**src/rtl/twrt_pkg.sv**
```systemverilog
package twrt_pkg;

  // Field widths fixed by the item format.
  localparam int unsigned TIME_W  = 19;
  localparam int unsigned LEVEL_W = 10;
  localparam int unsigned MS_W    = 32;
  localparam int unsigned SEC_W   = 17;

  // Milliseconds to seconds: floor(ms / 1000) = floor((ms >> 3) * MS_RECIP >> MS_SHIFT).
  localparam int unsigned MS_PRE_SHIFT = 3;
  localparam int unsigned MS_X_W       = MS_W - MS_PRE_SHIFT;
  localparam int unsigned MS_RECIP_W   = 30;
  localparam logic [MS_RECIP_W-1:0] MS_RECIP = 30'd549755814;
  localparam int unsigned MS_SHIFT     = 36;
  localparam int unsigned SECS_W       = 23;

  // Days: floor(s / 86400) = floor((s >> 7) * DAY_RECIP >> DAY_SHIFT).
  localparam int unsigned DAY_PRE_SHIFT = 7;
  localparam int unsigned DAY_X_W       = SECS_W - DAY_PRE_SHIFT;
  localparam int unsigned DAY_RECIP_W   = 17;
  localparam logic [DAY_RECIP_W-1:0] DAY_RECIP = 17'd99421;
  localparam int unsigned DAY_SHIFT     = 26;
  localparam int unsigned DAYS_W        = 6;
  localparam logic [SEC_W-1:0] DAY_SECONDS = 17'd86400;

  typedef enum logic {
    CMD_ADD   = 1'b0,
    CMD_QUERY = 1'b1
  } cmd_e;

  typedef enum logic [1:0] {
    STATUS_ADDED   = 2'd0,
    STATUS_FULL    = 2'd1,
    STATUS_ANSWER  = 2'd2,
    STATUS_UNUSED  = 2'd3
  } status_e;

  // One stored rule.
  typedef struct packed {
    logic [TIME_W-1:0]  start_sec;
    logic [TIME_W-1:0]  end_sec;
    logic [LEVEL_W-1:0] level;
  } rule_t;

  // Result of the seconds-of-day unit.
  typedef struct packed {
    logic             done;
    logic [SEC_W-1:0] sec;
  } sod_res_t;

endpackage

```
**src/rtl/twrt_sec_of_day.sv**
```systemverilog
module twrt_sec_of_day (
  input  logic                          clk_i,
  input  logic                          rst_ni,
  input  logic                          start_i,
  input  logic [twrt_pkg::MS_W-1:0]     time_ms_i,
  output twrt_pkg::sod_res_t            res_o
);

  localparam int unsigned P1_W = twrt_pkg::MS_X_W + twrt_pkg::MS_RECIP_W;
  localparam int unsigned P2_W = twrt_pkg::DAY_X_W + twrt_pkg::DAY_RECIP_W;
  localparam int unsigned P3_W = twrt_pkg::DAYS_W + twrt_pkg::SEC_W;

  logic [4:0]                     stage_q;
  logic [P1_W-1:0]                p1_q;
  logic [twrt_pkg::SECS_W-1:0]    secs_q;
  logic [P2_W-1:0]                p2_q;
  logic [P3_W-1:0]                p3_q;
  logic [twrt_pkg::SEC_W-1:0]     sec_q;
  logic [twrt_pkg::DAYS_W-1:0]    days;
  logic [twrt_pkg::SECS_W-1:0]    day_base;

  // Stage tracker: one bit per pipeline step.
  always_ff @(posedge clk_i or negedge rst_ni) begin
    if (!rst_ni) begin
      stage_q <= '0;
    end else begin
      stage_q <= {stage_q[3:0], start_i};
    end
  end

  assign days     = p2_q[twrt_pkg::DAY_SHIFT +: twrt_pkg::DAYS_W];
  assign day_base = p3_q[twrt_pkg::SECS_W-1:0];

  // Reciprocal multiplications, the days-to-seconds product and the subtraction, each followed by a register.
  always_ff @(posedge clk_i) begin
    if (start_i) begin
      p1_q <= P1_W'(time_ms_i[twrt_pkg::MS_W-1:twrt_pkg::MS_PRE_SHIFT]) *
              P1_W'(twrt_pkg::MS_RECIP);
    end
    if (stage_q[0]) begin
      secs_q <= p1_q[twrt_pkg::MS_SHIFT +: twrt_pkg::SECS_W];
    end
    if (stage_q[1]) begin
      p2_q <= P2_W'(secs_q[twrt_pkg::SECS_W-1:twrt_pkg::DAY_PRE_SHIFT]) *
              P2_W'(twrt_pkg::DAY_RECIP);
    end
    if (stage_q[2]) begin
      p3_q <= P3_W'(days) * P3_W'(twrt_pkg::DAY_SECONDS);
    end
    if (stage_q[3]) begin
      sec_q <= twrt_pkg::SEC_W'(secs_q - day_base);
    end
  end

  assign res_o.done = stage_q[4];
  assign res_o.sec  = sec_q;

endmodule

```
**src/rtl/time_window_rule_table_top.sv**
```systemverilog
// Add request: the status is registered, then loaded into the output register when it is free.
// Query request: the seconds-of-day unit reduces the time, then the stored rules are read
// from the rule memory one per cycle (one read port, registered read) until one matches or the
// last has been tested; the result is then registered. One request is in work at a time.
// Reset clears the rule count and all control state; the rule memory is not cleared.
module time_window_rule_table_top #(
  parameter int unsigned MAX_RULES = 32
) (
  input  logic                          clk_i,
  input  logic                          rst_ni,
  input  logic                          in_valid_i,
  output logic                          in_ready_o,
  input  logic                          cmd_i,
  input  logic [twrt_pkg::TIME_W-1:0]   start_seconds_i,
  input  logic [twrt_pkg::TIME_W-1:0]   end_seconds_i,
  input  logic [twrt_pkg::LEVEL_W-1:0]  level_i,
  input  logic [twrt_pkg::MS_W-1:0]     time_ms_i,
  output logic                          out_valid_o,
  input  logic                          out_ready_i,
  output logic [1:0]                    status_o,
  output logic [twrt_pkg::LEVEL_W-1:0]  intensity_o,
  output logic                          matched_o
);

  localparam int unsigned ADDR_W = (MAX_RULES > 1) ? $clog2(MAX_RULES) : 1;
  localparam int unsigned CNT_W  = $clog2(MAX_RULES + 1);

  typedef enum logic [3:0] {
    ST_IDLE = 4'b0001,
    ST_SOD  = 4'b0010,
    ST_SCAN = 4'b0100,
    ST_DONE = 4'b1000
  } state_e;

  state_e                          state_q, state_d;
  logic [CNT_W-1:0]                count_q, count_d;
  logic [CNT_W-1:0]                scan_idx_q, scan_idx_d;
  logic                            rd_vld_q, rd_last_q;
  logic                            rd_en;
  twrt_pkg::rule_t                 mem_q [MAX_RULES];
  twrt_pkg::rule_t                 rd_data_q;
  logic                            wr_en;
  logic [twrt_pkg::SEC_W-1:0]      sec_q, sec_d;
  twrt_pkg::status_e               res_status_q, res_status_d;
  logic [twrt_pkg::LEVEL_W-1:0]    res_level_q, res_level_d;
  logic                            res_hit_q, res_hit_d;
  logic                            out_valid_q, out_valid_d;
  logic [1:0]                      out_status_q;
  logic [twrt_pkg::LEVEL_W-1:0]    out_level_q;
  logic                            out_hit_q;
  logic                            in_acc, out_load, sod_start, hit;
  logic [twrt_pkg::TIME_W-1:0]     sec_ext;
  twrt_pkg::sod_res_t              sod_res;

  assign in_ready_o = (state_q == ST_IDLE);
  assign in_acc     = in_valid_i && in_ready_o;
  assign sod_start  = in_acc && (twrt_pkg::cmd_e'(cmd_i) == twrt_pkg::CMD_QUERY);
  assign wr_en      = in_acc && (twrt_pkg::cmd_e'(cmd_i) == twrt_pkg::CMD_ADD) &&
                      (count_q < CNT_W'(MAX_RULES));
  assign rd_en      = (state_q == ST_SCAN) && (scan_idx_q < count_q);
  assign out_load   = (state_q == ST_DONE) && (!out_valid_q || out_ready_i);

  // Seconds of the day for a query.
  twrt_sec_of_day u_sod (
    .clk_i     (clk_i),
    .rst_ni    (rst_ni),
    .start_i   (sod_start),
    .time_ms_i (time_ms_i),
    .res_o     (sod_res)
  );

  // Window test on the rule just read; a window with equal ends never matches.
  assign sec_ext = twrt_pkg::TIME_W'(sec_q);
  always_comb begin
    if (rd_data_q.start_sec < rd_data_q.end_sec) begin
      hit = (sec_ext >= rd_data_q.start_sec) && (sec_ext < rd_data_q.end_sec);
    end else if (rd_data_q.start_sec > rd_data_q.end_sec) begin
      hit = (sec_ext >= rd_data_q.start_sec) || (sec_ext < rd_data_q.end_sec);
    end else begin
      hit = 1'b0;
    end
  end

  // Rule memory: written on add, read during the scan.
  always_ff @(posedge clk_i) begin
    if (wr_en) begin
      mem_q[count_q[ADDR_W-1:0]] <= '{start_sec: start_seconds_i,
                                      end_sec:   end_seconds_i,
                                      level:     level_i};
    end
    if (rd_en) begin
      rd_data_q <= mem_q[scan_idx_q[ADDR_W-1:0]];
    end
  end

  // Sequencer.
  always_comb begin
    state_d      = state_q;
    count_d      = count_q;
    scan_idx_d   = scan_idx_q;
    sec_d        = sec_q;
    res_status_d = res_status_q;
    res_level_d  = res_level_q;
    res_hit_d    = res_hit_q;
    out_valid_d  = out_valid_q;
    if (out_valid_q && out_ready_i) begin
      out_valid_d = 1'b0;
    end
    case (state_q)
      ST_IDLE: begin
        if (in_acc) begin
          res_level_d = '0;
          res_hit_d   = 1'b0;
          if (twrt_pkg::cmd_e'(cmd_i) == twrt_pkg::CMD_QUERY) begin
            res_status_d = twrt_pkg::STATUS_ANSWER;
            state_d      = ST_SOD;
          end else begin
            if (wr_en) begin
              count_d      = count_q + 1'b1;
              res_status_d = twrt_pkg::STATUS_ADDED;
            end else begin
              res_status_d = twrt_pkg::STATUS_FULL;
            end
            state_d = ST_DONE;
          end
        end
      end
      ST_SOD: begin
        if (sod_res.done) begin
          sec_d      = sod_res.sec;
          scan_idx_d = '0;
          state_d    = (count_q == '0) ? ST_DONE : ST_SCAN;
        end
      end
      ST_SCAN: begin
        if (rd_en) begin
          scan_idx_d = scan_idx_q + 1'b1;
        end
        if (rd_vld_q) begin
          if (hit) begin
            res_level_d = rd_data_q.level;
            res_hit_d   = 1'b1;
            state_d     = ST_DONE;
          end else if (rd_last_q) begin
            state_d = ST_DONE;
          end
        end
      end
      ST_DONE: begin
        if (out_load) begin
          out_valid_d = 1'b1;
          state_d     = ST_IDLE;
        end
      end
      default: begin
        state_d = ST_IDLE;
      end
    endcase
  end

  // Control registers.
  always_ff @(posedge clk_i or negedge rst_ni) begin
    if (!rst_ni) begin
      state_q     <= ST_IDLE;
      count_q     <= '0;
      scan_idx_q  <= '0;
      rd_vld_q    <= 1'b0;
      rd_last_q   <= 1'b0;
      out_valid_q <= 1'b0;
    end else begin
      state_q     <= state_d;
      count_q     <= count_d;
      scan_idx_q  <= scan_idx_d;
      rd_vld_q    <= rd_en;
      rd_last_q   <= (scan_idx_q == (count_q - 1'b1));
      out_valid_q <= out_valid_d;
    end
  end

  // Payload registers.
  always_ff @(posedge clk_i) begin
    sec_q        <= sec_d;
    res_status_q <= res_status_d;
    res_level_q  <= res_level_d;
    res_hit_q    <= res_hit_d;
    if (out_load) begin
      out_status_q <= res_status_q;
      out_level_q  <= res_level_q;
      out_hit_q    <= res_hit_q;
    end
  end

  assign out_valid_o = out_valid_q;
  assign status_o    = out_status_q;
  assign intensity_o = out_level_q;
  assign matched_o   = out_hit_q;

endmodule

```
**config.mk**
```make
export PLATFORM = sky130hd
export DESIGN_NAME = time_window_rule_table_top
export DESIGN_NICKNAME = d
export VERILOG_FILES = /design/src/rtl/twrt_pkg.sv /design/src/rtl/twrt_sec_of_day.sv /design/src/rtl/time_window_rule_table_top.sv
export SDC_FILE = /design/constraint.sdc
export NUM_CORES = 2
export LEC_CHECK = 0
export BUFFER_PORTS_ARGS = -buffer_cell sky130_fd_sc_hd__buf_2
export CAP_MARGIN = 5
export CORE_MARGIN = 3
export CORE_UTILIZATION = 50
export DETAILED_ROUTE_END_ITERATION = 7
export MAX_ROUTING_LAYER = met4
export PLACE_DENSITY = 0.76
export SLEW_MARGIN = 30
export SYNTH_ARGS = -nofsm -noshare
export SYNTH_HDL_FRONTEND = slang
export SYNTH_SLANG_ARGS = --single-unit
```
**constraint.sdc**
```tcl
create_clock -name clk_i -period 6.9 [get_ports clk_i]
set_clock_uncertainty 0.15 [all_clocks]
set_input_delay 1.035 -clock clk_i [delete_from_list [all_inputs] [get_ports clk_i]]
set_output_delay 1.035 -clock clk_i [all_outputs]
set_load 0.02 [all_outputs]
```
# --- Word level (Yosys, flattened, before mapping) ---
# Memories as Yosys holds them, arrays and structs flattened. A register that Yosys moved wholly into a read port is not among the register bits.
# Index checks and enable logic that the tools add are counted.
# W data, S select, Z words.
word_totals:
  n_memories: 1
  ff_bits: 207
  word_cells: 94
  mem_bits_rw: 1536
classes:
  n_bitwise: 1
  multipliers: 3
  n_eq_ne: 12
  reduce_logical: 20
  muxes: 28
  addsub: 4
  order_cmp: 6
memory_table:
  columns: ["name", "depth", "word_bits", "rd", "rd_ports_with_merged_regs", "write_ports", "line_no", "rtl"]
  rows:
  - ["mem_q", 32, 48, 1, 1, 1, "time_window_rule_table_top.sv:40", "twrt_pkg::rule_t mem_q [MAX_RULES];"]
op_table:
  columns: ["cell", "n"]
  rows:
  - ["$mul A29 B29 Y58 const B", 1]
  - ["$mul A16 B17 Y32 const B", 1]
  - ["$mux W4", 8]
  - ["$mux W10", 3]
  - ["$pmux W10 S2", 1]
  - ["$ge A17 B19 Y1", 1]
  - ["$gt A19 B19 Y1", 1]
  - ["$lt A17 B19 Y1", 1]
  - ["$lt A19 B19 Y1", 1]
  - ["$sub A17 B17 Y17", 1]
  - ["$pmux W4 S4", 1]
  - ["$add A6 B1 Y6 const B", 2]
  - ["$mux W6", 2]
  - ["$pmux W6 S2", 1]
  - ["$mux W1", 11]
  - ["$mul A6 B10 Y10 const B", 1]
  - ["$logic_and A1 B1 Y1", 8]
  - ["$ne A2 B2 Y1 const B", 4]
  - ["$reduce_and A4 Y1", 2]
  - ["$eq A6 B6 Y1", 1]
  - ["$logic_not A6 Y1", 1]
  - ["$lt A6 B6 Y1", 1]
  - ["$lt A6 B6 Y1 const B", 1]
  - ["$sub A6 B1 Y6 const B", 1]
  - ["other kinds (14)", 18]

# --- Logic depth before layout (Yosys ltp) ---
depth:
  word_depth: 7
  mapped_depth: 25
  ltp_nobuf: 24

# --- Cells and area by module ---
# From an unflattened synthesis, not the netlist that was laid out.
hier_totals:
  cells_unflattened: 4599
  hier_area_um2: 84113.2
by_module_without_submodules:
  columns: ["module", "area_each_um2", "cells_per_inst", "instances"]
  rows:
  - ["time_window_rule_table_top", 63442.1, 2630, 1]
  - ["twrt_sec_of_day", 20671.1, 1969, 1]

# --- Least setup slack after synthesis ---
# No wires, ideal clock.
synth_path:
  kind: "input to register"
  from: "input port time_ms_i[13] in the netlist's numbering"
  to: "register u_sod.p1_q[57] (data pin)"
  n_path_buf: 0
  path_slack_ns: -0.134
  t_arrival_ns: 6.624
  required_time_ns: 6.490
  path_stages: 22
  cell_sequence: "ha_1 fa_1 fa_1 inv_1 fa_1 inv_1 fa_1 fa_1 fa_1 inv_1 fa_1 inv_1 ha_1 a21oi_1 a21boi_0 o211ai_1 nand3_1 o31ai_1 o21ai_2 and3_1 a211oi_2 xnor2_1"
synth_via:
  elab_chain_cells: 1
synth_lines:
  columns: ["element", "line_no", "rtl"]
  rows:
  - ["start: declaration", "time_window_rule_table_top.sv:17", "input logic [twrt_pkg::MS_W-1:0] time_ms_i,"]
  - ["$mul A29 B29 Y58", "twrt_sec_of_day.sv:37", "p1_q <= P1_W'(time_ms_i[twrt_pkg::MS_W-1:twrt_pkg::MS_PRE_SHIFT]) *"]
  - ["end signal: assignment", "twrt_sec_of_day.sv:37", null]
  - ["end: declaration", "twrt_sec_of_day.sv:14", "logic [P1_W-1:0] p1_q;"]
# No other way between the ends.
# A chain may end at the register's enable or synchronous reset.

# --- Worst setup path in the final report ---
layout_path:
  from: "input port time_ms_i[17] in the netlist's numbering"
  to: "register u_sod.p1_q[58] (data pin)"
# The elaborated chain is that of the path after synthesis.

==> results summary <==
The mean instance size in the synthesized netlist came out at 18.40 sq um. The effective utilization at floorplan came out at 50.55%. The number of pins exceeding their max-slew limit in the final report is 0.

For this run, design rule violations remaining after detail routing come to 0. The flow ran to the end, and the final reports show no timing, DRC or antenna violations. The number of warnings issued by yosys came out at 0. The worst-case IR drop observed on VDD is 1.022 mV. The layout has 11980 filler cells. The routed design has 199.3 mm of wire. The overall via count from detail_route is 43040. The number of routed nets with antenna violations came out at 0.

The die is 415.3 um tall. The number of buffers inserted during clock tree synthesis is 162. The transition at the pin with the smallest max-transition slack came out at 1021 ps. The core footprint came out at 0.1657 sq mm. The start point of the critical path is time_ms_i[17]. The worst hold path belongs to the class in -> async. The tree built by TritonCTS fans out to 1730 sinks. The largest net degree at the start of global routing is 110. Synthesis instantiated 67 different standard cells from the library. The most critical setup path has its endpoint at u_sod.p1_q[58]$_DFFE_PP_. For this run, the post-layout net count is 5984. The overall die area came out at 0.1725 sq mm. The top-level I/O count came out at 100. In this run the deepest clock path goes through 3 buffers.

Across the run, the number of max-cap violations was 0. The floorplan step set the die width to 415.3 um. The global router's overall resource usage came out at 24.28%. Clock latency on the worst-skew pair, taken at its later pin, is 800 ps.

Adding up every negative setup slack in the final design gives 0 ps. The cell leakage power is 34.66 nW. The number of cells produced by synthesis is 4553. The weighted congestion reported at the end of routability-driven placement came out at 0.8565. The number of failing setup endpoints in the final timing report came out at 0.

After global routing the overflow that remains totals 0. The fraction of registers with async set or reset after synthesis is 1.387%. The CTS tree is done.

The number of enable flip-flop cells after synthesis is 1706. Port buffering added 96 buffers. The first detailed-routing pass ran for 6 iterations. The post-detailed-route via-to-cell ratio came out at 5.910. The clock-pin slew reported for the worst setup and hold paths after clock tree synthesis is 80 ps.

The post-synth net total came out at 5570. The number of antenna violations at the first check in global routing is 17. The cell count of the worst reg-to-reg path is 18. The worst register-to-register path begins at u_sod.secs_q[19]$_DFFE_PP_. The number of global-route vias before repair was 45200. STA classifies the critical path endpoint as a flop. The final critical delay including setup and external delays came out at 6752 ps. The register-to-register setup slack came out at 750 ps. The global-route wire length before repair is 299.3 mm.

The flop and latch count out of synthesis came out at 1730. The maximum clock frequency is 148.1 MHz. The worst register-to-register path ends at u_sod.p2_q[31]$_DFFE_PP_.

The worst slew margin relative to its limit is 31.93%. Data on the critical path arrives at its endpoint at 7130 ps. The worst slack at placement is -888.7 ps.

In the finished design, the share of the clock period the worst path needs comes to 97.85%. The half-perimeter wire length after detailed placement is 119.0 mm. Of the cells placed in the final design, the portion with a size suffix greater than 1 is 24.08%. The total count of hold-check failures in the final report was 0. The setup slack of the critical path after layout came out at 148.2 ps.

The layout overhead on the synthesized area is 13.07%. The initialized floorplan defines 149 standard-cell rows. The required time at the endpoint of the critical path is 7280 ps.

The most used flip-flop cell after synthesis is sky130_fd_sc_hd__edfxtp_1. Of the synthesized area, sequential elements account for 61.87%. The power per unit of standard cell area came out at 446.3 mW/mm^2. The critical path is of the in -> reg type.

The hold-fix buffer count after cts is 0. The netlist area before placement came out at 0.08378 sq mm. The minimum hold slack came out at 95.73 ps. STA classifies the critical path startpoint as a primary input. The clock tree root buffer cell is sky130_fd_sc_hd__clkbuf_16. The number of DRC markers in iteration 0 is 4684. The average routed wire per standard cell is 27.36 um. The number of levels in the clock H-tree came out at 4. The maximum net fanout on the critical path came out at 7.
[layout by cell type, fill, tap and decap left out, drive strengths merged, types with 8 or more instances in the layout]
cell,instances
clkbuf,198
mux4,480
edfxtp,1706
a21o,39
o21a,12
nor3,11
a21boi,8
buf,371
bufinv,9
o21ai,46
xor2,23
dfrtp,23
a21oi,61
o21bai,8
and2,11
xnor2,35
ha,597
inv,694
nand4,26
o211ai,9
nand2,52
mux2,48
fa,335
a211oi,9
nor2b,12
clkinv,71
and3,11
nor2,85
nand3,24
[per-stage QoR]
step | instance area, sq um | instances | power, W | util [%]
finish | 94730 | 7283 | 0.04228 | 57.16
global route | 94730 | 7282 | 0.04552 | 57.16
CTS | 94320 | 7273 | 0.04121 | 56.91
detailed placement | 89290 | 6989 | 0.03242 | 53.87
global placement | 89020 | 6980 | 0.03208 | 53.71
floorplan | 83850 | 4553 | 0.02560 | -
[worst max-delay path, cell delays in order]
cell and delay [ps]:
sky130_fd_sc_hd__buf_2 130, sky130_fd_sc_hd__buf_4 200, sky130_fd_sc_hd__ha_1 330, sky130_fd_sc_hd__fa_2 350, sky130_fd_sc_hd__fa_1 490, sky130_fd_sc_hd__inv_1 50, sky130_fd_sc_hd__fa_1 470, sky130_fd_sc_hd__inv_1 50
sky130_fd_sc_hd__fa_1 500, sky130_fd_sc_hd__fa_1 440, sky130_fd_sc_hd__fa_1 510, sky130_fd_sc_hd__inv_1 60, sky130_fd_sc_hd__fa_1 470, sky130_fd_sc_hd__inv_1 60, sky130_fd_sc_hd__ha_4 230, sky130_fd_sc_hd__a21oi_2 160
sky130_fd_sc_hd__buf_4 130, sky130_fd_sc_hd__a21boi_0 70, sky130_fd_sc_hd__o211ai_1 220, sky130_fd_sc_hd__nand3_2 130, sky130_fd_sc_hd__o31ai_4 370, sky130_fd_sc_hd__o21ai_4 120, sky130_fd_sc_hd__and3_4 200, sky130_fd_sc_hd__a211oi_4 250
sky130_fd_sc_hd__o21bai_1 90
[power breakdown]
part,switching [W],internal (W)
Combinational,0.0111,0.0104
Clock,0.00387,0.00471
Sequential,0.000181,0.0121
[worst min-delay path by stage]
stage	start	end	slack [ps]
global placement	u_sod.p1_q[53]$_DFFE_PP_	u_sod.secs_q[17]$_DFFE_PP_	250
detailed placement	res_level_q[7]$_SDFFCE_PN0P_	intensity_o[7]$_DFFE_PP_	250
global route	rst_ni	u_sod.stage_q[1]$_DFF_PN0_	120
finish	rst_ni	u_sod.stage_q[1]$_DFF_PN0_	100
floorplan	res_level_q[0]$_SDFFCE_PN0P_	intensity_o[0]$_DFFE_PP_	250
CTS	rst_ni	u_sod.stage_q[1]$_DFF_PN0_	80
[flip-flops by register name (all words and copies together) (netlist names), 6 cells and up]
name	flops
mem_q	1536
res_level_q	10
scan_idx_q	6
u_sod.p1_q	23
count_q	6
u_sod.secs_q	23
u_sod.day_base	10
intensity_o	10
rd_data_q	48
u_sod.sec_q	17
u_sod.p2_q	6
sec_q	17
[cells by family (layout without fill, tap and decap cells)]
| logic type | Yosys count | count (layout) | synth area share [%] |
|---|---|---|---|
| adders and majority gates | 932 | 932 | 16.92 |
| muxes | 530 | 530 | 13.57 |
| AOI/OAI and AO/OA | 236 | 236 | 1.868 |
| DFF | 1730 | 1730 | 61.87 |
| and+or+nand+nor | 256 | 256 | 1.480 |
| xor gates and xnor gates | 58 | 58 | 0.6063 |
| buffers and inverters | 811 | 1345 | 3.687 |
| other | 0 | 7 | 0 |
[synth_stat cells (33+ instances only)]
| master | count | area [sq um] |
|---|---|---|
| sky130_fd_sc_hd__edfxtp_1 | 1706 | 51230 |
| sky130_fd_sc_hd__inv_1 | 688 | 2582 |
| sky130_fd_sc_hd__ha_1 | 597 | 7470 |
| sky130_fd_sc_hd__mux4_2 | 480 | 10810 |
| sky130_fd_sc_hd__fa_1 | 335 | 6706 |
| sky130_fd_sc_hd__nor2_1 | 84 | 315.3 |
| sky130_fd_sc_hd__clkbuf_1 | 78 | 292.8 |
| sky130_fd_sc_hd__a21oi_1 | 59 | 295.3 |
| sky130_fd_sc_hd__nand2_1 | 52 | 195.2 |
| sky130_fd_sc_hd__mux2_2 | 48 | 540.5 |
| sky130_fd_sc_hd__o21ai_0 | 45 | 225.2 |
| sky130_fd_sc_hd__a21o_1 | 38 | 285.3 |
| sky130_fd_sc_hd__xnor2_1 | 35 | 306.5 |
| sky130_fd_sc_hd__buf_2 | 33 | 165.2 |
[cell type report]
cell class	instances	area (sq um)	area share, %
clock buffer	196	4213	4.447
clock inverter	88	807.0	0.8519
timing repair buffer	373	3004	3.171
tap	2189	2739	2.891
sequential	1730	51850	54.73
inverter	688	2582	2.726
antenna	7	17.52	0.01849
multi-input combinational	2012	29520	31.16
[metal layers]
metal | up-vias | share of wire [%] | global-route usage [%]
met2 | 1989 | 49 | 37.83
li1 | 18180 | - | -
met4 | 0 | 2.9 | 6.623
met1 | 22530 | 40 | 33.23
met3 | 354 | 8.7 | 4.555
met5 | - | 0 | -
[timing repair]
item | 4_1_cts | 5_1_grt
buffers inserted | 0 | 3
cloned | 0 | 0
pin swaps | 1 | 35
resized for setup | 3 | 55
setup endpoints to repair | 7 | 18
Note: power is estimated with default switching activity, not from simulation.
